File: config.mk
export PLATFORM = sky130hd
export DESIGN_NAME = flp_ctrl
export DESIGN_NICKNAME = d
export VERILOG_FILES = /design/src/flp_pkg.sv /design/src/flp_ctrl.sv
export SDC_FILE = /design/constraint.sdc
export NUM_CORES = 1
export LEC_CHECK = 0
export ABC_CLOCK_PERIOD_IN_PS = 2500
export BUFFER_PORTS_ARGS = -buffer_cell sky130_fd_sc_hd__buf_2
export CAP_MARGIN = 30
export CORE_MARGIN = 2
export CORE_UTILIZATION = 35
export CTS_CLUSTER_DIAMETER = 50
export DETAILED_ROUTE_END_ITERATION = 16
export HOLD_SLACK_MARGIN = 0.08
export PLACE_DENSITY_LB_ADDON = 0.08
export SLEW_MARGIN = 5
export SYNTH_ARGS = -nofsm -noshare
export SYNTH_HDL_FRONTEND = slang
export SYNTH_SLANG_ARGS = --single-unit
File: constraint.sdc
create_clock -name clk -period 2.5 [get_ports clk]
set_input_delay 0.375 -clock clk [delete_from_list [all_inputs] [get_ports clk]]
set_output_delay 0.375 -clock clk [all_outputs]
set_load 0.05 [all_outputs]
File: src/flp_pkg.sv
// ----------------------------------------------------------------------------
// flp_pkg
// Shared widths, constants, codes and helpers for the four-pole ladder filter.
// ----------------------------------------------------------------------------
package flp_pkg;

    localparam int SAMPLE_WIDTH    = 24;
    localparam int FRAC_BITS       = SAMPLE_WIDTH - 4;
    localparam int COEF_SHIFT      = 16;
    localparam int MUL_WIDTH       = SAMPLE_WIDTH + 4;
    localparam int PROD_WIDTH      = 2 * MUL_WIDTH;
    localparam int TDATA_WIDTH     = ((SAMPLE_WIDTH + 7) / 8) * 8;

    // soft clip intermediate widths: |y| < 5.0, y^2 < 25.0, y^3 < 125.0, y^3/6 < 21.0
    localparam int MAG_WIDTH       = FRAC_BITS + 3;
    localparam int SQ_WIDTH        = FRAC_BITS + 5;
    localparam int CUBE_WIDTH      = FRAC_BITS + 7;
    localparam int TERM_WIDTH      = FRAC_BITS + 5;
    localparam int DIV_SHIFT       = FRAC_BITS + 9;
    localparam longint unsigned DIV6_MUL = ((64'd1 << DIV_SHIFT) + 64'd5) / 64'd6;

    localparam int NUM_STAGES      = 4;
    localparam int STAGE_WIDTH     = $clog2(NUM_STAGES);
    localparam logic [STAGE_WIDTH-1:0] LAST_STAGE = STAGE_WIDTH'(NUM_STAGES - 1);

    localparam int CFG_INDEX_WIDTH = 2;
    localparam int CFG_DATA_WIDTH  = 18;
    localparam int P_WIDTH         = 17;
    localparam int K_WIDTH         = 18;
    localparam int R_WIDTH         = 18;

    localparam logic [CFG_INDEX_WIDTH-1:0] CFG_POLE_GAIN      = 2'd0;
    localparam logic [CFG_INDEX_WIDTH-1:0] CFG_POLE_FEEDBACK  = 2'd1;
    localparam logic [CFG_INDEX_WIDTH-1:0] CFG_RESONANCE_GAIN = 2'd2;

    localparam logic [P_WIDTH-1:0]        POLE_GAIN_RESET      = 17'd8192;
    localparam logic signed [K_WIDTH-1:0] POLE_FEEDBACK_RESET  = -18'sd54000;
    localparam logic [R_WIDTH-1:0]        RESONANCE_GAIN_RESET = 18'd0;

    typedef logic signed [SAMPLE_WIDTH-1:0] sample_t;
    typedef logic signed [PROD_WIDTH-1:0]   prod_t;

    localparam sample_t SMAX = {1'b0, {(SAMPLE_WIDTH-1){1'b1}}};
    localparam sample_t SMIN = {1'b1, {(SAMPLE_WIDTH-1){1'b0}}};
    localparam logic [SAMPLE_WIDTH-1:0] CLIP_LIMIT = SAMPLE_WIDTH'(5) << FRAC_BITS;

    typedef enum logic [3:0] {
        OP_NONE,
        OP_LOAD,
        OP_MUL_RES,
        OP_FORM_X,
        OP_MUL_P,
        OP_MUL_K,
        OP_STAGE,
        OP_CHECK,
        OP_MUL_SQ,
        OP_MUL_CUBE,
        OP_MUL_DIV,
        OP_FINISH
    } op_t;

    typedef enum logic [3:0] {
        S_IDLE,
        S_MRES,
        S_FORMX,
        S_MP,
        S_MK,
        S_ST,
        S_CHK,
        S_SQ,
        S_CU,
        S_DV,
        S_FIN,
        S_EMIT
    } state_t;

    typedef struct packed {
        op_t                    op;
        logic [STAGE_WIDTH-1:0] stage;
        logic                   emit;
    } dp_cmd_t;

    typedef struct packed {
        logic clip_big;
    } dp_status_t;

    function automatic sample_t sat(input prod_t v);
        sample_t r;
        if (v > prod_t'(SMAX))
            r = SMAX;
        else if (v < prod_t'(SMIN))
            r = SMIN;
        else
            r = v[SAMPLE_WIDTH-1:0];
        return r;
    endfunction

endpackage

File: src/flp_ctrl.sv
// ----------------------------------------------------------------------------
// flp_ctrl
// Sequencer: stream handshakes and the per-sample multiply schedule.
// ----------------------------------------------------------------------------
module flp_ctrl (
    input  logic                 clk,
    input  logic                 rst_n,
    input  logic                 in_valid,
    output logic                 in_ready,
    output logic                 out_valid,
    input  logic                 out_ready,
    input  flp_pkg::dp_status_t  status,
    output flp_pkg::dp_cmd_t     cmd
);
    import flp_pkg::*;

    state_t                 state_reg;
    state_t                 state_next;
    logic [STAGE_WIDTH-1:0] stage_reg;
    logic [STAGE_WIDTH-1:0] stage_next;
    logic                   out_valid_reg;
    logic                   out_valid_next;

    always_ff @(posedge clk or negedge rst_n)
    begin
        if (!rst_n)
        begin
            state_reg     <= S_IDLE;
            stage_reg     <= '0;
            out_valid_reg <= 1'b0;
        end
        else
        begin
            state_reg     <= state_next;
            stage_reg     <= stage_next;
            out_valid_reg <= out_valid_next;
        end
    end

    always_comb
    begin
        state_next = state_reg;
        stage_next = stage_reg;
        cmd.op     = OP_NONE;
        cmd.stage  = stage_reg;
        cmd.emit   = 1'b0;
        in_ready   = 1'b0;
        unique case (state_reg)
            S_IDLE:
            begin
                in_ready = 1'b1;
                if (in_valid)
                begin
                    cmd.op     = OP_LOAD;
                    state_next = S_MRES;
                end
            end
            S_MRES:
            begin
                cmd.op     = OP_MUL_RES;
                state_next = S_FORMX;
            end
            S_FORMX:
            begin
                cmd.op     = OP_FORM_X;
                stage_next = '0;
                state_next = S_MP;
            end
            S_MP:
            begin
                cmd.op     = OP_MUL_P;
                state_next = S_MK;
            end
            S_MK:
            begin
                cmd.op     = OP_MUL_K;
                state_next = S_ST;
            end
            S_ST:
            begin
                cmd.op = OP_STAGE;
                if (stage_reg == LAST_STAGE)
                    state_next = S_CHK;
                else
                begin
                    stage_next = stage_reg + STAGE_WIDTH'(1);
                    state_next = S_MP;
                end
            end
            S_CHK:
            begin
                cmd.op     = OP_CHECK;
                state_next = status.clip_big ? S_EMIT : S_SQ;
            end
            S_SQ:
            begin
                cmd.op     = OP_MUL_SQ;
                state_next = S_CU;
            end
            S_CU:
            begin
                cmd.op     = OP_MUL_CUBE;
                state_next = S_DV;
            end
            S_DV:
            begin
                cmd.op     = OP_MUL_DIV;
                state_next = S_FIN;
            end
            S_FIN:
            begin
                cmd.op     = OP_FINISH;
                state_next = S_EMIT;
            end
            S_EMIT:
            begin
                if (!out_valid_reg || out_ready)
                begin
                    cmd.emit   = 1'b1;
                    state_next = S_IDLE;
                end
            end
            default:
            begin
                state_next = S_IDLE;
            end
        endcase
    end

    assign out_valid_next = cmd.emit ? 1'b1 : (out_ready ? 1'b0 : out_valid_reg);
    assign out_valid      = out_valid_reg;

`ifndef ASSERT_OFF
    a_accept_starts: assert property (@(posedge clk) disable iff (!rst_n)
        (in_valid && in_ready) |=> (state_reg == S_MRES))
        else $error("accepted transfer did not start the schedule");

    a_last_stage_to_clip: assert property (@(posedge clk) disable iff (!rst_n)
        (state_reg == S_ST && stage_reg == LAST_STAGE) |=> (state_reg == S_CHK))
        else $error("ladder did not end after the last stage");

    a_no_overwrite: assert property (@(posedge clk) disable iff (!rst_n)
        cmd.emit |-> (!out_valid_reg || out_ready))
        else $error("result written over a pending transfer");

    a_emit_sets_valid: assert property (@(posedge clk) disable iff (!rst_n)
        cmd.emit |=> (out_valid_reg && state_reg == S_IDLE))
        else $error("emitted result not presented");
`endif

endmodule

Yosys cells after proc, flatten, opt, wreduce, memory -nomap -nowiden
Cells that the tools add are included.
{ "totals": {"memories": 0, "out_inout_bits": 9, "mem_bits_ro": 0, "latch_bits": 0, "wordCells": 40, "input_bits": 5, "ram_bits": 0, "ff_bits": 7} }
{ "op_classes": {"n_lt_le_gt_ge": 0, "n_shift": 0, "n_div": 0, "muxes": 14, "n_eq_ne": 15, "n_addsub": 1, "bitwise_logic": 0, "n_reduce_logical": 7, "mul": 0} }
{ "ops": {"columns": ["op", "n"], "rows": [
  ["$pmux 4 s12", 1],
  ["$pmux 4 s11", 1],
  ["$eq 4x3->1 const B", 4],
  ["$eq 4x4->1 const B", 4],
  ["$mux 4", 3],
  ["$eq 4x2->1 const B", 2],
  ["$mux 1", 6],
  ["$ne 2x2->1 const B", 3],
  ["$eq 4x1->1 const B", 1],
  ["$logic_not 4->1", 1],
  ["$pmux 2 s2", 1],
  ["$reduce_and 2->1", 2],
  ["$reduce_bool 2->1", 2],
  ["$mux 3", 1],
  ["$add 2x1->2 const B", 1],
  ["$eq 2x2->1 const B", 1],
  ["$mux 2", 1],
  ["$logic_not 1->1", 1],
  ["$logic_or 1x1->1", 1]
]} }

Depth between registers and ports, before layout
Gate-level depths: netlist (run 1).
{ "depth": {"ltp_word": 5, "depth_mapped": 5, "mapped_depth_nobuf": 4} }

Worst setup path before layout (run 1)
OpenSTA, ideal clock, no wires.
{ "synth_path": {"path_kind": "register to output", "start": "register state_reg[1]", "end": "output in_ready", "path_slack_ns": -0.049, "path_stages_with_launch": 4, "arrival_ns": 2.174, "path_buffers": 2, "t_required_ns": 2.125, "cell_sequence": "dfrtp_1 > buf_6 > buf_2 > nor4_1"} }
{ "synth_via": {"elab_chain_cells": 2} }
{ "synth_lines": {"columns": ["element", "line_no", "rtl"], "rows": [
  ["start, declared", "flp_ctrl.sv:17", "state_t state_reg;"],
  ["start signal, assigned", "flp_ctrl.sv:34", "state_reg <= state_next;"],
  ["$logic_not 4->1", "flp_ctrl.sv:48", "unique case (state_reg)"],
  ["$mux 1", "flp_ctrl.sv:48", null],
  ["end, declared", "flp_ctrl.sv:9", "output logic in_ready,"]
]} }
No other way between the ends.

==> results.toml, run 1 <==
[critical_path]
worst_setup_path_end_kind = "output port"
critical_path_peak_fanout = 16
startpoint_type = "flip-flop"
arrival_ns = 1.66
path_class = "reg -> out"
worstPathRequired_ns = 2.12

[min_path]
hold_path_class = "in -> reg"

[clocking]
clk_path_buf_depth = 2
clk_pin_slew_ns = 0.05
clock_latency_ns = 0.24
cts_tree = "yes"
h-tree-depth = 1
cts_root_buffer = "clkbuf_4"
clock-sinks = 7
post_cts_resized = 0
post_cts_buffers = 0
ctsHoldBuffers = 1
cts_buffers = 3

[route]
vias_per_cell = 5.01
wl_per_cell_um = 12.4
postRouteAntennaNets = 0
drt-initial-drc-count = 4
dr.pass1.iters = 2
vias = 416
drc = 0
wirelength_um = 1030

[cells_and_area]
largest_reg_flops = 4
final_cell_mix = "buf_2 (13), nand2_1 (7), dfrtp_1 (7)"
fin_area_um2 = 577
layout_commonest_cell = "buf_2"
drive_gt1_share_pct = 29.4
layoutNonFillerInstCount = 83
syn_to_final_growth_pct = 16.7
finalNetCount = 75
antennaDiodeCount = 0

[job]
drv_cap = 0

[die]
io_pins = 14
die_h_um = 41.6
initial_core_util_pct = 37.5
num_rows = 13
die-area_um2 = 1730
fp.coreArea_um2 = 1320
die_w_um = 41.6

[yosys]
syn_area_um2 = 494
avgSynthCellArea_um2 = 8.83
synthesis.nets = 62
syn_inst = 56
seq_area_frac_synth_pct = 35.4
synth-seq-cells = 7
yosys_warnings = 0
yosysUniqueCellTypes = 28

[timing]
period_needed_ns = 2.03
setup_viol = 0
period_share_pct = 81.3
setup_tns_ns = 0
worstMarginPinSlew_ns = 0.464
slew_viol_final = 0
hold_violations = 0
relSlewSlack_pct = 69.1
clock.fmax_mhz = 492
rsz0062_at_grt = "false"
finalClockSkew_ns = 0.000643

[place]
gp_congestion = 0.734
placedCellCount = 78
dpl.hpwl_um = 718
placed_area_um2 = 541
port_buffers = 13

[global_routing]
grt_max_degree = 17
grt_pass1_wl_um = 1860
grt_remaining_overflow = 0
grtUsageTotal_pct = 14.5
grt_pass1_vias = 416
antenna_found_initial = 0

[run_status]
outcome = "finished, final reports clean"
==> layout make-up <==
cell class / instances / area (um^2)
fillers: 139 / 741
clock buffers: 4 / 26.3
well taps: 15 / 18.8
inverters: 1 / 3.75
repair buffers: 15 / 82.6
flip-flops and latches: 7 / 175
multi-input cells: 41 / 270
==> metrics by stage <==
step	hold WS [ns]	util, %	worst slack [ns]
final	0.455	43.8	0.468
after global routing	0.475	43.8	0.392
after detailed placement	0.213	41.0	0.733
after floorplan	0.0794	-	0.348
after global placement	0.214	41.0	0.732
after CTS	0.450	43.8	0.460
==> cell usage after synthesis (all sizes together) <==
cell type  count  area (um^2)
o22ai          1         6.26
nor3b          3         22.5
nand2          7         26.3
nor3           1         5.00
o211a          1         10.0
buf            7         51.3
dfrtp          7          175
a21oi          3         18.8
o21bai         1         7.51
inv            1         3.75
nand2b         3         18.8
xnor2          1         8.76
a311oi         1         8.76
and2b          1         7.51
o21ai          5         25.0
nor2b          1         6.26
nor2           2         7.51
xor2           1         8.76
nand3          2         10.0
ha             1         12.5
and3b          1         8.76
a221o          2         20.0
nor4           1         6.26
or3            1         11.3
o211ai         1         7.51
==> worst max-delay path, stage by stage (launching register included) <==
cell     delay [ns]
dfrtp_1        0.54
or3_4          0.46
o211a_1        0.20
buf_2          0.20
==> worst paths after layout <==
kind                                   start            to  slack (ns)  cells past startpoint
max in group asynchronous              rst_n     out_valid        1.86                      2
worst max-delay path            state_reg[1]        cmd[3]        0.47                      3
worst min register to register     out_valid     out_valid        0.55                      2
min in group asynchronous              rst_n  stage_reg[1]        0.49                      2
worst min-delay path               out_ready     out_valid        0.46                      3
worst max register to register  stage_reg[0]  stage_reg[1]        1.10                      4
==> kinds of logic (layout without fill, tap and decap cells) <==
logic type                 count (synthesis)  count (layout)  synth area share (%)
AOI/OAI and AO/OA                         15              15                  21.0
buffers and inverters                      8              20                  11.1
DFF                                        7               7                  35.4
xor gates and xnor gates                   2               2                  3.54
adders and majority gates                  1               1                  2.53
and+or+nand+nor                           23              23                  26.3
==> metal layers <==
| metal | track usage, % | share of wire (%) |
|---|---|---|
| met4 | 13.5 | 2.6 |
| met5 | 0 | 0 |
| met3 | 1.30 | 3.3 |
| met2 | 20.6 | 44 |
| met1 | 19.0 | 50 |
Power of run 1 is left out: the tool's default activity adds up to more than one toggle a clock period on the data nets, which glitch-free logic cannot reach.
==> run 2: changes to the inputs <==
--- a/config.mk
+++ b/config.mk
@@ -5,7 +5,7 @@
 export SDC_FILE = /design/constraint.sdc
 export NUM_CORES = 1
 export LEC_CHECK = 0
-export ABC_CLOCK_PERIOD_IN_PS = 2500
+export ABC_CLOCK_PERIOD_IN_PS = 2000
 export BUFFER_PORTS_ARGS = -buffer_cell sky130_fd_sc_hd__buf_2
 export CAP_MARGIN = 30
 export CORE_MARGIN = 2
==> constraint.sdc (replaced) <==
create_clock -name clk -period 2 [get_ports clk]
set_input_delay 0.3 -clock clk [delete_from_list [all_inputs] [get_ports clk]]
set_output_delay 0.3 -clock clk [all_outputs]
set_load 0.05 [all_outputs]
==> run 2 against run 1 <==
  * Global-route usage is 0.38 points lower
  * Flip-flop and latch count unchanged
  * Critical path depth is the same
  * Sequential share of layout area down 0.77 points
  * Design area grew 2.6%
  * Highest routed layer unchanged
  * Cell count rose by 2.4%
  * Setup slack got worse by 0.33 ns
  * Core utilization rose by 1.1 points
  * Die area unchanged
  * Non-clock buffer count is 2 higher
  * Wire length up 3.9%
  * Clock skew rose by 0.00080 ns
==> results.toml, run 2 (synthesis results as in run 1) <==
[run_status]
outcome = "finished, final reports clean"

[timing]
setup_tns_ns = 0
finalClockSkew_ns = 0.00144
relSlewSlack_pct = 74.7
whs_ns = 0.364
clock.fmax_mhz = 538
hold_violations = 0
period_share_pct = 93.0
setup_viol = 0
slew_viol_final = 0
period_needed_ns = 1.86
rsz0062_at_grt = "false"
worstMarginPinSlew_ns = 0.380

[cells_and_area]
antennaDiodeCount = 0
finalNetCount = 77
final_util_pct = 44.9
final_cell_mix = "buf_2 (13), nand2_1 (7), dfrtp_1 (7)"
largest_reg_flops = 4
drive_gt1_share_pct = 31.4
syn_to_final_growth_pct = 19.7
layout_commonest_cell = "buf_2"

[clocking]
cts_buffers = 3
ctsHoldBuffers = 1
post_cts_buffers = 0
clock-sinks = 7
clk_pin_slew_ns = 0.05
clock_latency_ns = 0.25
clk_path_buf_depth = 2
h-tree-depth = 1
cts_root_buffer = "clkbuf_4"
cts_tree = "yes"
post_cts_resized = 0

[route]
wl_per_cell_um = 12.5
vias_per_cell = 5.12
vias = 435
dr.pass1.iters = 2
drc = 0
drt-initial-drc-count = 4
wirelength_um = 1070
postRouteAntennaNets = 0

[critical_path]
arrival_ns = 1.56
crit_family = "flip-flops"
path_class = "reg -> out"
cpMaxStageDelayCell = "dfrtp_1"
crit_buf_inv = 1
startpoint_type = "flip-flop"
crit_chain = "or3_4 -> o211a_1 -> buf_2"
worstPathRequired_ns = 1.70
critical_path_peak_fanout = 8
worst_setup_path_end_kind = "output port"
cpPeakStageDelay_ns = 0.48

[die]
fp.coreArea_um2 = 1320
die-area_um2 = 1730
die_w_um = 41.6
die_h_um = 41.6
num_rows = 13
initial_core_util_pct = 37.5
io_pins = 14

[global_routing]
antenna_found_initial = 0
grt_pass1_vias = 417
grtUsageTotal_pct = 14.1
grt_max_degree = 13
grt_pass1_wl_um = 1810
grt_remaining_overflow = 0

[place]
port_buffers = 13
gp_congestion = 0.715
dpl.hpwl_um = 774

[job]
drv_cap = 0

[min_path]
hold_path_class = "in -> reg"
[run 2: cell type report]
class | instances | area [um^2]
inverter | 1 | 3.75
sequential | 7 | 175
clock buffer | 4 | 26.3
timing repair buffer | 17 | 97.6
multi-input combinational | 41 | 270
fill | 140 | 726
tap | 15 | 18.8
[run 2: stage by stage]
step / std cells / setup slack, ns / cell area (um^2)
after floorplan: 56 / 0.0993 / 500
after CTS: 85 / 0.133 / 592
after global placement: 80 / 0.418 / 556
after global routing: 85 / 0.0714 / 592
after detailed placement: 80 / 0.412 / 556
final: 85 / 0.140 / 592
[run 2: layer usage]
| metal | share of wire, % | track usage (%) |
|---|---|---|
| met3 | 3.9 | 1.30 |
| met2 | 44 | 20.9 |
| met5 | 0 | 0 |
| met4 | 1.8 | 11.6 |
| met1 | 50 | 18.4 |
[run 2: worst paths after layout]
check,slack [ns],depth (start not counted),start,end
max,0.14,3,state_reg[1],cmd[3]
min,0.36,3,out_ready,out_valid
max reg2reg,0.59,4,stage_reg[0],stage_reg[0]
min reg2reg,0.55,2,out_valid,out_valid
max in group asynchronous,1.44,2,rst_n,state_reg[3]
min in group asynchronous,0.41,2,rst_n,state_reg[1]
[run 2: worst min-delay path, cell delays in order]
cell and delay, ns:
buf_2 0.08, nand2b_1 0.13, nand2_1 0.06
Power of run 2 is left out for the same reason.
==> run 3: changes to the inputs <==
--- a/config.mk
+++ b/config.mk
@@ -8,6 +8,8 @@
 export ABC_CLOCK_PERIOD_IN_PS = 2000
 export BUFFER_PORTS_ARGS = -buffer_cell sky130_fd_sc_hd__buf_2
 export CAP_MARGIN = 30
+export CELL_PAD_IN_SITES_DETAIL_PLACEMENT = 0
+export CELL_PAD_IN_SITES_GLOBAL_PLACEMENT = 1
 export CORE_MARGIN = 2
 export CORE_UTILIZATION = 35
 export CTS_CLUSTER_DIAMETER = 50
==> run 3 against run 2 <==
  * Design area shrank 1.1%
  * Die area unchanged
  * Core utilization down 0.47 points
  * Critical endpoint unchanged
==> results.toml, run 3 (synthesis results as in run 1) <==
[clocking]
clk_pin_slew_ns = 0.05
clock-sinks = 7
cts_buffers = 3
cts_tree = "yes"
h-tree-depth = 1
clk_path_buf_depth = 2
clock_latency_ns = 0.25
cts_root_buffer = "clkbuf_4"

[die]
die_w_um = 41.6
fp.coreArea_um2 = 1320
die_h_um = 41.6
die-area_um2 = 1730
num_rows = 13
io_pins = 14
initial_core_util_pct = 37.5

[timing]
relSlewSlack_pct = 76.5
hold_violations = 0
finalClockSkew_ns = 0.00311
whs_ns = 0.368
rsz0062_at_grt = "false"
clock.fmax_mhz = 544
slew_viol_final = 0
worstMarginPinSlew_ns = 0.353
period_share_pct = 91.9
setup_viol = 0
period_needed_ns = 1.84
setup_tns_ns = 0

[cells_and_area]
layout_commonest_cell = "buf_2"
final_cell_mix = "buf_2 (13), nand2_1 (7), dfrtp_1 (6)"
final_util_pct = 44.4
finalNetCount = 76
drive_gt1_share_pct = 31.9
largest_reg_flops = 4
antennaDiodeCount = 0
syn_to_final_growth_pct = 18.5

[critical_path]
cpMaxStageDelayCell = "dfrtp_2"
cp.depth = 3
cpPeakStageDelay_ns = 0.48
critical_path_peak_fanout = 12
startpoint_type = "flip-flop"
worst_setup_path_end_kind = "output port"
path_class = "reg -> out"
worst_r2r_path_depth = 4
crit_chain = "or3_4 -> o211a_1 -> buf_2"
crit_family = "flip-flops"
crit_buf_inv = 1
arrival_ns = 1.54
worstPathRequired_ns = 1.70

[route]
drt-initial-drc-count = 19
dr.pass1.iters = 4
vias_per_cell = 5.24
postRouteAntennaNets = 0
drc = 0
vias = 440
wl_per_cell_um = 13.1
wirelength_um = 1100

[place]
dpl.hpwl_um = 795
gp_congestion = 0.804
port_buffers = 13

[global_routing]
grt_max_degree = 13
grt_remaining_overflow = 0
grt_pass1_wl_um = 1720
grtUsageTotal_pct = 13.0
antenna_found_initial = 0
grt_pass1_vias = 379

[run_status]
outcome = "finished, final reports clean"

[job]
drv_cap = 0

[min_path]
hold_path_class = "in -> reg"
hold-path-cell-count = 3
==> run 3: cell count changes in the layout (fill, tap and decap cells not counted) <==
cell     change
buf_4        -1
dfrtp_1      -1
dfrtp_2      +1
==> run 3: worst register-to-register path, stage by stage, from the launching register on <==
cell,delay [ns]
dfrtp_1,0.42
ha_1,0.25
and3b_1,0.28
nor3b_1,0.07
a221o_1,0.26
==> run 3: repair_timing <==
action,CTS,global route
setup endpoints to repair,0,1
hold buffers,1,0
endpoints found under the hold margin,7,0
setup buffers,0,0
gates resized for setup,0,1
==> run 3: area by class of cell <==
class | instances | area (um^2)
clock buffers | 4 | 26.3
fillers | 130 | 732
inverters | 1 | 3.75
multi-input cells | 41 | 270
flip-flops and latches | 7 | 176
well taps | 15 | 18.8
repair buffers | 16 | 90.1
==> run 3: through the flow <==
step           area, um^2  cells  setup WS (ns)
2_1_floorplan         500     56         0.0993
3_3_place_gp          548     79          0.397
3_5_place_dp          548     79          0.386
4_1_cts               584     84         0.0922
5_1_grt               586     84          0.104
6_report              586     84          0.162
==> run 3: worst paths after layout <==
kind	start	endpoint	slack (ns)
setup / recovery	state_reg[3]	cmd[3]	0.16
hold / removal	status	state_reg[3]	0.37
setup reg to reg	stage_reg[0]	stage_reg[1]	0.60
hold reg to reg	stage_reg[1]	stage_reg[1]	0.57
max in group asynchronous	rst_n	state_reg[3]	1.40
min in group asynchronous	rst_n	state_reg[2]	0.42
==> run 3: routing by layer <==
metal	share of wire [%]	GRT usage [%]	wire length [um]
met3	6.3	4.35	70
met5	0	0	0
met2	41	17.8	457
met4	0	5.81	0
met1	52	18.3	576
Power of run 3 is left out for the same reason.
